## src/b64e_pkg.sv

```systemverilog
// ----------------------------------------------------------------------------
// b64e_pkg
// Shared types, constants and the alphabet lookup for the base64 encoder.
// ----------------------------------------------------------------------------
`default_nettype none

package b64e_pkg;

	localparam int QDEPTH    = 2;
	localparam int QPTR_W    = (QDEPTH > 1) ? $clog2(QDEPTH) : 1;
	localparam int QCNT_W    = $clog2(QDEPTH + 1);
	localparam int MAX_CHARS = 4;
	localparam int IDX_W     = $clog2(MAX_CHARS);

	localparam logic [6:0] PAD_CHAR = 7'h3D;

	typedef struct packed {
		logic [7:0] data_byte;
		logic       final_byte;
	} in_word_t;

	typedef struct packed {
		logic [6:0] ascii_char;
		logic       run_last;
		logic       message_end;
	} out_word_t;

	// Characters caused by one input byte, ready to be shifted out.
	typedef struct packed {
		logic [MAX_CHARS-1:0][6:0] chars;
		logic [IDX_W-1:0]          last_idx;
		logic                      fin;
	} job_t;

	function automatic logic [6:0] sextet_char(input logic [5:0] v);
		logic [6:0] c;
		if (v < 6'd26) begin
			c = 7'h41 + {1'b0, v};
		end else if (v < 6'd52) begin
			c = 7'h61 + {1'b0, v} - 7'd26;
		end else if (v < 6'd62) begin
			c = 7'h30 + {1'b0, v} - 7'd52;
		end else if (v == 6'd62) begin
			c = 7'h2B;
		end else begin
			c = 7'h2F;
		end
		return c;
	endfunction

endpackage

`default_nettype wire

```

## src/b64e_front.sv

```systemverilog
// ----------------------------------------------------------------------------
// b64e_front
// Tracks the three-byte group and builds the character set for each byte.
// ----------------------------------------------------------------------------
`default_nettype none

module b64e_front (
	input  wire logic             clk,
	input  wire logic             arst_n,
	input  wire logic             take,
	input  wire b64e_pkg::in_word_t word,
	output b64e_pkg::job_t        job
);
	import b64e_pkg::*;

	logic [1:0] pos_q;
	logic [3:0] left_q;
	logic [1:0] pos_nx;
	logic [3:0] left_nx;
	logic [7:0] b;

	assign b = word.data_byte;

	always_comb begin
		job.chars    = {MAX_CHARS{PAD_CHAR}};
		job.last_idx = '0;
		job.fin      = word.final_byte;
		pos_nx       = 2'd0;
		left_nx      = 4'd0;
		unique case (pos_q)
			2'd1: begin
				job.chars[0] = sextet_char({left_q[1:0], b[7:4]});
				left_nx      = b[3:0];
				pos_nx       = 2'd2;
			end
			2'd2: begin
				job.chars[0] = sextet_char({left_q, b[7:6]});
				job.chars[1] = sextet_char(b[5:0]);
				job.last_idx = IDX_W'(1);
			end
			default: begin
				// position 3 never arises; treat as start of group
				job.chars[0] = sextet_char(b[7:2]);
				left_nx      = {2'b00, b[1:0]};
				pos_nx       = 2'd1;
			end
		endcase
		if (word.final_byte) begin
			// flush the partial sextet and pad to a multiple of four
			if (pos_nx == 2'd1) begin
				job.chars[1] = sextet_char({left_nx[1:0], 4'b0000});
				job.last_idx = IDX_W'(3);
			end else if (pos_nx == 2'd2) begin
				job.chars[1] = sextet_char({left_nx, 2'b00});
				job.last_idx = IDX_W'(2);
			end
			pos_nx  = 2'd0;
			left_nx = 4'd0;
		end
	end

	always_ff @(posedge clk or negedge arst_n) begin
		if (!arst_n) begin
			pos_q  <= 2'd0;
			left_q <= 4'd0;
		end else if (take) begin
			pos_q  <= pos_nx;
			left_q <= left_nx;
		end
	end

endmodule

`default_nettype wire

```

## src/b64e_queue.sv

```systemverilog
// ----------------------------------------------------------------------------
// b64e_queue
// Short FIFO of character jobs between the front and back ends.
// ----------------------------------------------------------------------------
`default_nettype none

module b64e_queue (
	input  wire logic           clk,
	input  wire logic           arst_n,
	input  wire logic           push,
	input  wire b64e_pkg::job_t push_job,
	output logic                full,
	input  wire logic           pop,
	output logic                avail,
	output b64e_pkg::job_t      head
);
	import b64e_pkg::*;

	job_t              entries_q [QDEPTH];
	logic [QPTR_W-1:0] wr_ptr_q;
	logic [QPTR_W-1:0] rd_ptr_q;
	logic [QCNT_W-1:0] cnt_q;

	assign full  = (cnt_q == QCNT_W'(QDEPTH));
	assign avail = (cnt_q != '0);
	assign head  = entries_q[rd_ptr_q];

	function automatic logic [QPTR_W-1:0] ptr_inc(input logic [QPTR_W-1:0] p);
		return (p == QPTR_W'(QDEPTH - 1)) ? '0 : p + QPTR_W'(1);
	endfunction

	always_ff @(posedge clk) begin
		if (push) begin
			entries_q[wr_ptr_q] <= push_job;
		end
	end

	always_ff @(posedge clk or negedge arst_n) begin
		if (!arst_n) begin
			wr_ptr_q <= '0;
			rd_ptr_q <= '0;
			cnt_q    <= '0;
		end else begin
			if (push) begin
				wr_ptr_q <= ptr_inc(wr_ptr_q);
			end
			if (pop) begin
				rd_ptr_q <= ptr_inc(rd_ptr_q);
			end
			if (push && !pop) begin
				cnt_q <= cnt_q + QCNT_W'(1);
			end else if (pop && !push) begin
				cnt_q <= cnt_q - QCNT_W'(1);
			end
		end
	end

endmodule

`default_nettype wire

```

## src/b64e_back.sv

```systemverilog
// ----------------------------------------------------------------------------
// b64e_back
// Serializes each job into output words, one character per cycle while the output is not stalled.
// ----------------------------------------------------------------------------
`default_nettype none

module b64e_back (
	input  wire logic           clk,
	input  wire logic           arst_n,
	input  wire logic           avail,
	input  wire b64e_pkg::job_t head,
	output logic                pop,
	output logic                out_valid,
	input  wire logic           out_ready,
	output b64e_pkg::out_word_t out_word
);
	import b64e_pkg::*;

	logic [IDX_W-1:0] idx_q;
	logic             valid_q;
	out_word_t        word_q;
	logic             load;
	logic             last;

	assign load      = avail && (!valid_q || out_ready);
	assign last      = (idx_q == head.last_idx);
	assign pop       = load && last;
	assign out_valid = valid_q;
	assign out_word  = word_q;

	always_ff @(posedge clk) begin
		if (load) begin
			word_q.ascii_char  <= head.chars[idx_q];
			word_q.run_last    <= last;
			word_q.message_end <= last && head.fin;
		end
	end

	always_ff @(posedge clk or negedge arst_n) begin
		if (!arst_n) begin
			idx_q   <= '0;
			valid_q <= 1'b0;
		end else begin
			if (load) begin
				valid_q <= 1'b1;
			end else if (out_ready) begin
				valid_q <= 1'b0;
			end
			// advance through the job, rewind on its last character
			if (load) begin
				idx_q <= last ? '0 : idx_q + IDX_W'(1);
			end
		end
	end

endmodule

`default_nettype wire

```

## src/base64_stream_encoder.sv

```systemverilog
// ----------------------------------------------------------------------------
// base64_stream_encoder
// Byte-in, character-out base64 encoder with '=' padding on the final byte.
// ----------------------------------------------------------------------------
// Two register stages, the job queue and the output register; with the back end
// idle the first character of a byte passes through both after it is accepted.
// One character per cycle at the output register while out_ready is high; a byte
// yields 1 to 4 characters (1 or 2 mid-message, 2 to 4 on the final byte).
// A two-entry job queue lets bytes enter while earlier characters drain.
// Reset clears the group position, leftover bits, queue and output valid.
`default_nettype none

module base64_stream_encoder (
	input  wire logic                clk,
	input  wire logic                arst_n,
	input  wire logic                in_valid,
	output logic                     in_ready,
	input  wire b64e_pkg::in_word_t  in_word,
	output logic                     out_valid,
	input  wire logic                out_ready,
	output b64e_pkg::out_word_t      out_word
);
	import b64e_pkg::*;

	job_t job;
	job_t head;
	logic take;
	logic full;
	logic avail;
	logic pop;

	assign in_ready = !full;
	assign take     = in_valid && in_ready;

	b64e_front u_front (
		.clk    (clk),
		.arst_n (arst_n),
		.take   (take),
		.word   (in_word),
		.job    (job)
	);

	b64e_queue u_queue (
		.clk      (clk),
		.arst_n   (arst_n),
		.push     (take),
		.push_job (job),
		.full     (full),
		.pop      (pop),
		.avail    (avail),
		.head     (head)
	);

	b64e_back u_back (
		.clk       (clk),
		.arst_n    (arst_n),
		.avail     (avail),
		.head      (head),
		.pop       (pop),
		.out_valid (out_valid),
		.out_ready (out_ready),
		.out_word  (out_word)
	);

endmodule

`default_nettype wire

```

## config.mk

```make
export PLATFORM = sky130hd
export DESIGN_NAME = base64_stream_encoder
export DESIGN_NICKNAME = d
export VERILOG_FILES = /design/src/b64e_pkg.sv /design/src/b64e_front.sv /design/src/b64e_queue.sv /design/src/b64e_back.sv /design/src/base64_stream_encoder.sv
export SDC_FILE = /design/constraint.sdc
export NUM_CORES = 1
export LEC_CHECK = 0
export BUFFER_PORTS_ARGS = -buffer_cell sky130_fd_sc_hd__buf_2
export CORE_ASPECT_RATIO = 0.5
export CORE_MARGIN = 4
export CORE_UTILIZATION = 54
export CTS_CLUSTER_DIAMETER = 40
export DETAILED_ROUTE_END_ITERATION = 7
export MAX_ROUTING_LAYER = met4
export PLACE_DENSITY = 0.75
export SLEW_MARGIN = 0
export SYNTH_ARGS = -nofsm -noshare
export SYNTH_HDL_FRONTEND = slang
export SYNTH_SLANG_ARGS = --single-unit
```

## constraint.sdc

```tcl
create_clock -name clk -period 6.2 [get_ports clk]
set_clock_uncertainty 0.15 [all_clocks]
set_input_delay 0 -clock clk [delete_from_list [all_inputs] [get_ports clk]]
set_output_delay 0 -clock clk [all_outputs]
set_load 0.005 [all_outputs]
```

==> results.md, run 1 <==
* Status: completed
* Post-synth top flop: edfxtp_1
* Initial antenna violation count at 0
* Final nets at 480
* Post-CTS setup buffer count at 0
* Critical Path RT at 6070 ps
* Gpl congestion at 0.9589
* Seq/Total Area, Yosys at 38.85%
* GR Util All Layers at 21.14%
* Worst setup path startpoint: u_front.left_q[0]$_DFFE_PN0P_
* CP Class: reg2reg
* Worst reg2reg path depth at 6
* Clk root buf: clkbuf_16
* Yosys reg bits at 56
* Finished Cell Area at 0.004472 mm2
* Peak supply drop at 190.7 uV
* Fin Setup TNS at 0 ps
* DRT Pass-1 Iters at 5
* Via density at 6.367
* Number of port buffers at 23
* Initial core utilization at 56.20%
* Crit path to: u_queue.entries_q[0][8]$_DFFE_PP_
* Number of diodes at 0
* Min Tclk post-route at 2952 ps
* Number of global-route vias before repair at 3036
* Dpl cells at 525
* Net switching power at 732.0 uW
* P_int at 1.128 mW
* Critical R2R Launch: u_front.left_q[0]$_DFFE_PN0P_
* Mapped Cells at 432
* Slew HR at 46.33%
* Hold WC Path Type: in2reg
* Netlist cell types at 68
* Clock sinks at 56
* Clk_lat worst skew at 290 ps
* DP Worst Slack at 3350 ps
* Crit-path max cell delay at 630 ps
* Post-detail-place hpwl at 6936 um
* Post-synth EDFFs at 43
* Max stage delay cell, worst path: dfrtp_1
* Gates resized, CTS repair at 0
* Flop pwr share at 38.8%
* Ys async rst share at 23.21%
* Total grt overflow at 0
* Die width at 132.2 um
* TritonCTS clock tree: built
* Crit path capture type: flop
* Die ar. at 0.009260 mm2
* Setup WS post-layout at 3248 ps
* Max Clk Rate at 0.3388 GHz
* Antenna Nets Post-Route at 0
* Hold_sp: in_valid
* Type of origin of the critical path: flop
* Power, Total at 1.860 mW
* Mapped cell area at 0.004161 mm2
* Area after DPL at 0.004265 mm2
* PwrDens at 415.9 mW/mm2
* Largest net degree at the start of global routing at 19
* Area grow syn2layout at 7.456%
* Avg Inst Size Synth at 9.633 um2
* Clock Pin Slew Worst Setup and Hold Paths at 70 ps
* Slew Limit Fails at 0
* Clock power share at 14.7%
* RSZ-0062 raised after global routing: no
* Post-synthesis net count at 470
* Worst-Margin Slew at 805.0 ps
* Sw frac at 39.36%
* Row count at 22
* Hold Vio Cnt, Final at 0
* First DRT Iteration DRCs at 403
* Routed wire length per instance at 17.93 um
* Worst-path fanout max at 12
* Share of cells above drive strength 1 at 12.42%
* Clk buf depth at 2
* First-pass GRT wire length at 15530 um
* Setup-failing EPs final at 0
* DRC Markers at 0
* Setup slack, reg-to-reg at 3250 ps
* Die H at 70.08 um
* Hold buffers post-CTS at 6
* Core region area at 0.007405 mm2
* Gate power share at 46.5%
* H-tree levels at 2
* Crit path cell chain: ha_1 -> nor2b_1 -> nand3_2 -> and3_4 -> o211a_1 -> o41a_1
* WL final at 9663 um
* Via count at 3432
* Arrival time worst endpoint at 2820 ps
* Synth warn at 0
* Worst R2R End: u_queue.entries_q[0][8]$_DFFE_PP_
* Max-Cap Viols at 0
* Tcrit/Tclk final at 47.61%
* Io pins at 24
* CTS Buf Count at 5
* Leak at 1.743 nW
* Final cell count without fillers at 539
==> per-stage QoR <==
| step | util (%) | hold WS [ps] |
|---|---|---|
| final | 60.39 | 1.122 |
| after global routing | 60.39 | 33.14 |
| after CTS | 60.39 | 4.256 |
| after detailed placement | 57.60 | -248.4 |
| after global placement | 57.60 | -250.1 |
| after floorplan | - | -445.6 |
==> flip-flops by register name, indices dropped and copies added (netlist names) <==
name / cells
u_front.pos_q: 2
u_back.out_word: 9
u_queue.cnt_q: 2
u_queue.wr_ptr_q: 1
u_front.left_q: 4
u_back.idx_q: 2
u_queue.entries_q: 34
u_queue.rd_ptr_q: 1
u_back.out_valid: 1
==> power by group through the flow <==
stage / combinational [mW] / sequential [mW] / clock (mW)
floorplan: 0.682 / 0.667 / 0
global placement: 0.830 / 0.724 / 0
detailed placement: 0.842 / 0.730 / 0
CTS: 0.849 / 0.724 / 0.278
global route: 0.949 / 0.741 / 0.294
finish: 0.865 / 0.721 / 0.273
==> synthesized netlist by cell type (all sizes together), types with 3 or more instances <==
cell type	number	area share (%)
o211a	4	0.96
nand3	20	2.5
buf	16	2.3
a211oi	8	1.4
nor3	8	1.2
o221ai	3	0.63
xor2	3	0.63
clkbuf	11	0.99
o211ai	4	0.72
mux2i	8	1.9
a31oi	9	1.4
o21ai	37	4.4
or2	5	0.75
nor2	20	1.9
xnor2	16	3.4
nand2b	5	0.75
and2	3	0.45
or3	5	0.75
edfxtp	43	31
o31ai	3	0.54
dfrtp	13	7.8
mux4	7	3.8
nand4	6	0.90
a22oi	3	0.54
a21o	11	2.0
o21a	4	0.72
nand2	33	3.0
a21oi	28	3.5
inv	21	1.9
nor2b	13	2.0
and3	4	0.72
ha	25	7.5
==> logic make-up after synthesis <==
kind of cell / after synthesis / share of synthesized area, %
multiplexers: 17 / 6.254
adder cells (fa/ha/maj): 25 / 7.517
buffers and inverters: 49 / 5.322
flip-flops: 56 / 38.85
XOR/XNOR: 19 / 3.999
AO/OA/AOI/OAI: 134 / 21.14
AND/OR/NAND/NOR: 132 / 16.93
==> layout make-up <==
class | count | area (um2)
clock buffers | 5 | 125.1
clock inverters | 3 | 21.27
fillers | 603 | 2933
inverters | 22 | 82.58
multi-input cells | 327 | 2323
flip-flops and latches | 56 | 1617
well taps | 96 | 120.1
repair buffers | 30 | 182.7
==> metal layers <==
| metal | global-route usage (%) | part of all wire [%] |
|---|---|---|
| met3 | 3.525 | 7.7 |
| met4 | 5.821 | 0.87 |
| met1 | 30.37 | 47 |
| met5 | - | 0 |
| met2 | 31.04 | 45 |
==> critical path: cells and delay by family (launching register included) <==
family,cells,cell delay (ps)
and+or+nand+nor,3,920
AOI/OAI and AO/OA,2,560
DFF,1,630
adders and majority gates,1,410
==> worst min-delay path by stage <==
stage | to | slack, ps | cells after the start
after detailed placement | u_front.left_q[3]$_DFFE_PN0P_ | -250 | 1
after global placement | u_front.left_q[3]$_DFFE_PN0P_ | -250 | 1
final | u_queue.wr_ptr_q$_DFFE_PN0P_ | 1 | 3
after global routing | u_queue.wr_ptr_q$_DFFE_PN0P_ | 30 | 3
after floorplan | u_back.idx_q[0]$_DFFE_PN0P_ | -450 | 0
after CTS | u_queue.wr_ptr_q$_DFFE_PN0P_ | 4 | 3
==> placed cells by master, fill, tap and decap left out, types with 6 or more instances in the layout <==
master and count:
a211oi_1 8, a21o_1 11, a21oi_1 26, a31oi_1 9, buf_2 23, dfrtp_1 13
dlygate4sd3_1 6, edfxtp_1 43, ha_1 25, inv_1 21, mux2i_1 8, mux4_2 7
nand2_1 32, nand3_1 19, nand4_1 6, nor2_1 19, nor2b_1 13, nor3_1 7
o21ai_0 36, xnor2_1 16
No activity file was read; power rests on OpenSTA's default activity.
==> run 2: changes to the inputs <==
- clock period: 6.2 -> 3.1 ns (I/O delays scaled with it)
==> run 2 against run 1 <==
Non-clock buffer count increased by 6. Total power increased by 100%. Clock power increased by 110%. Via count increased by 0.87%. Final area increased by 1.1%. Register-to-register slack got worse by 2900 ps. Final cell count increased by 1.1%.
==> results.md, run 2 (synthesized netlist as in run 1, its figures left out) <==
* Io pins at 24 (unchanged)
* Commonest non-fill, non-tap cell in the layout: edfxtp_1 (unchanged)
* Crit path capture type: flop (unchanged)
* Flop pwr share at 37.5% (was 38.8%)
* DRC Markers at 0 (unchanged)
* CTS Buf Count at 5 (unchanged)
* Via density at 6.352 (was 6.367)
* Final nets at 486 (was 480)
* RSZ-0062 raised after global routing: no (unchanged)
* GR Util All Layers at 22.09% (was 21.14%)
* Via count at 3462 (was 3432)
* WL final at 10010 um (was 9663 um)
* Crit-path max cell delay at 540 ps (was 630 ps)
* Antenna Nets Post-Route at 0 (unchanged)
* P_int at 2.297 mW (was 1.128 mW)
* Number of diodes at 0 (unchanged)
* Largest net degree at the start of global routing at 20 (was 19)
* Max Clk Rate at 0.3581 GHz
* Initial core utilization at 56.20% (unchanged)
* Arrival time worst endpoint at 2660 ps (was 2820 ps)
* Buffers & Inverters on Critical Path at 3 (was 0)
* Min Tclk post-route at 2793 ps
* Status: completed (unchanged)
* Crit path cell chain: dlygate4sd3_1 -> buf_2 -> inv_1 -> ha_1 -> nand2b_1 -> a21oi_1 -> a221oi_1 -> a2111oi_0 -> a21oi_1 (was ha_1 -> nor2b_1 -> nand3_2 -> and3_4 -> o211a_1 -> o41a_1)
* Critical R2R Launch: u_front.pos_q[0]$_DFFE_PN0P_ (was u_front.left_q[0]$_DFFE_PN0P_)
* Clk buf depth at 2 (unchanged)
* Worst-path fanout max at 16 (was 12)
* DRT Pass-1 Iters at 7 (was 5)
* H-tree levels at 2 (unchanged)
* Hold Vio Cnt, Final at 0 (unchanged)
* Worst setup path startpoint: in_word[4] (was u_front.left_q[0]$_DFFE_PN0P_)
* Largest Register: u_queue.entries_q (unchanged)
* Number of global-route vias before repair at 3066 (was 3036)
* Core region area at 0.007405 mm2 (unchanged)
* Die ar. at 0.009260 mm2 (unchanged)
* Worst-Margin Slew at 770.0 ps (was 805.0 ps)
* Net switching power at 1.510 mW (was 732.0 uW)
* Leak at 1.773 nW (was 1.743 nW)
* Max-Cap Viols at 0 (unchanged)
* Peak supply drop at 540.0 uV (was 190.7 uV)
* Clock power share at 15.3% (was 14.7%)
* Row count at 22 (unchanged)
* Post-detail-place hpwl at 7319 um (was 6936 um)
* Number of port buffers at 23 (unchanged)
* Critical Path RT at 2970 ps (was 6070 ps)
* Slew HR at 48.67% (was 46.33%)
* Die width at 132.2 um (unchanged)
* Hold Slack at 11.01 ps (was 1.122 ps)
* Setup-failing EPs final at 0 (unchanged)
* Crit path to: u_queue.entries_q[0][13]$_DFFE_PP_ (was u_queue.entries_q[0][8]$_DFFE_PP_)
* CP delay by family, top: compound AO/OA/AOI/OAI gates (was simple AND/OR/NAND/NOR gates)
* TritonCTS clock tree: built (unchanged)
* Sw frac at 39.67% (was 39.36%)
* Gpl congestion at 0.9571 (was 0.9589)
* Type of origin of the critical path: primary input (was flop)
* Gates resized, CTS repair at 0 (unchanged)
* Slew Limit Fails at 0 (unchanged)
* Total grt overflow at 0 (unchanged)
* Clock sinks at 56 (unchanged)
* Clock Pin Slew Worst Setup and Hold Paths at 80 ps (was 70 ps)
* Fill count at 597 (was 603)
* Setup slack, reg-to-reg at 330 ps (was 3250 ps)
* Worst reg2reg path depth at 10 (was 6)
* Initial antenna violation count at 0 (unchanged)
* CP Class: in2reg (was reg2reg)
* Routed wire length per instance at 18.37 um (was 17.93 um)
* PwrDens at 842.2 mW/mm2 (was 415.9 mW/mm2)
* Die H at 70.08 um (unchanged)
* Hold WC Path Type: in2reg (unchanged)
* Gate power share at 47.2% (was 46.5%)
* Max reg flops at 34 (unchanged)
* Fin Setup TNS at 0 ps (unchanged)
* Max stage delay cell, worst path: dlygate4sd3_1 (was dfrtp_1)
* Most frequent cells in the layout: edfxtp_1, o21ai_0, nand2_1 (unchanged)
* Critical Path Stages at 9 (was 6)
* First-pass GRT wire length at 16170 um (was 15530 um)
* First DRT Iteration DRCs at 457 (was 403)
* Clk root buf: clkbuf_16 (unchanged)
* Share of cells above drive strength 1 at 13.59% (was 12.42%)
* Area grow syn2layout at 8.629% (was 7.456%)
* Top cell by count, worst path: a21oi_1
* Worst R2R End: u_queue.entries_q[0][13]$_DFFE_PP_ (was u_queue.entries_q[0][8]$_DFFE_PP_)
* Clk_lat worst skew at 300 ps (was 290 ps)
* Tcrit/Tclk final at 90.09%
[run 2: worst min path at each step]
stage	from	end	slack [ps]	cells past startpoint
floorplan	arst_n	u_back.idx_q[0]$_DFFE_PN0P_	-450	0
global placement	arst_n	u_front.pos_q[1]$_DFFE_PN0P_	-240	1
detailed placement	arst_n	u_front.left_q[3]$_DFFE_PN0P_	-230	1
CTS	in_valid	u_queue.wr_ptr_q$_DFFE_PN0P_	10	3
global route	in_valid	u_queue.wr_ptr_q$_DFFE_PN0P_	30	3
finish	in_valid	u_queue.wr_ptr_q$_DFFE_PN0P_	10	3
[run 2: worst min-delay path, delay by kind of cell]
family | cells | cell delay [ps]
xor gates and xnor gates | 1 | 100
buffers and inverters | 1 | 100
and+or+nand+nor | 1 | 220
[run 2: area by class of cell]
type	instances	area [um2]	area share, %
clock buffer	5	125.1	2.768
clock inverter	3	25.02	0.5536
inverter	22	82.58	1.827
multi-input combinational	327	2323	51.40
sequential	56	1617	35.76
tap	96	120.1	2.657
timing repair buffer	36	227.7	5.037
[run 2: through the flow]
stage	util, %	power, mW	setup slack, ps	area [um2]	cells
2_1_floorplan	-	2.698	723.9	4161	432
3_3_place_gp	58.21	3.161	460.2	4310	531
3_5_place_dp	58.21	3.196	438.3	4310	531
4_1_cts	61.05	3.782	401.1	4521	545
5_1_grt	61.05	4.050	134.3	4521	545
6_report	61.05	3.807	307.3	4521	545
[run 2: metal layers]
layer	up-vias	wire length (um)	GRT usage [%]
li1	1641	-	-
met1	1620	4564	31.15
met2	178	4351	33.31
met3	23	882	3.597
met4	0	212	5.821
met5	-	0	-
[run 2: power by group through the flow]
stage               Combinational [mW]  Clock, mW  Sequential [mW]
detailed placement                1.75          0             1.45
finish                            1.80      0.581             1.43
global route                      1.96      0.623             1.47
CTS                               1.76      0.586             1.43
floorplan                         1.36          0             1.33
global placement                  1.73          0             1.43
[run 2: timing repair]
| item | in CTS | in global routing |
|---|---|---|
| hold buffers | 6 | 0 |
| endpoints found under the hold margin | 19 | 0 |
| setup buffers | 0 | 0 |
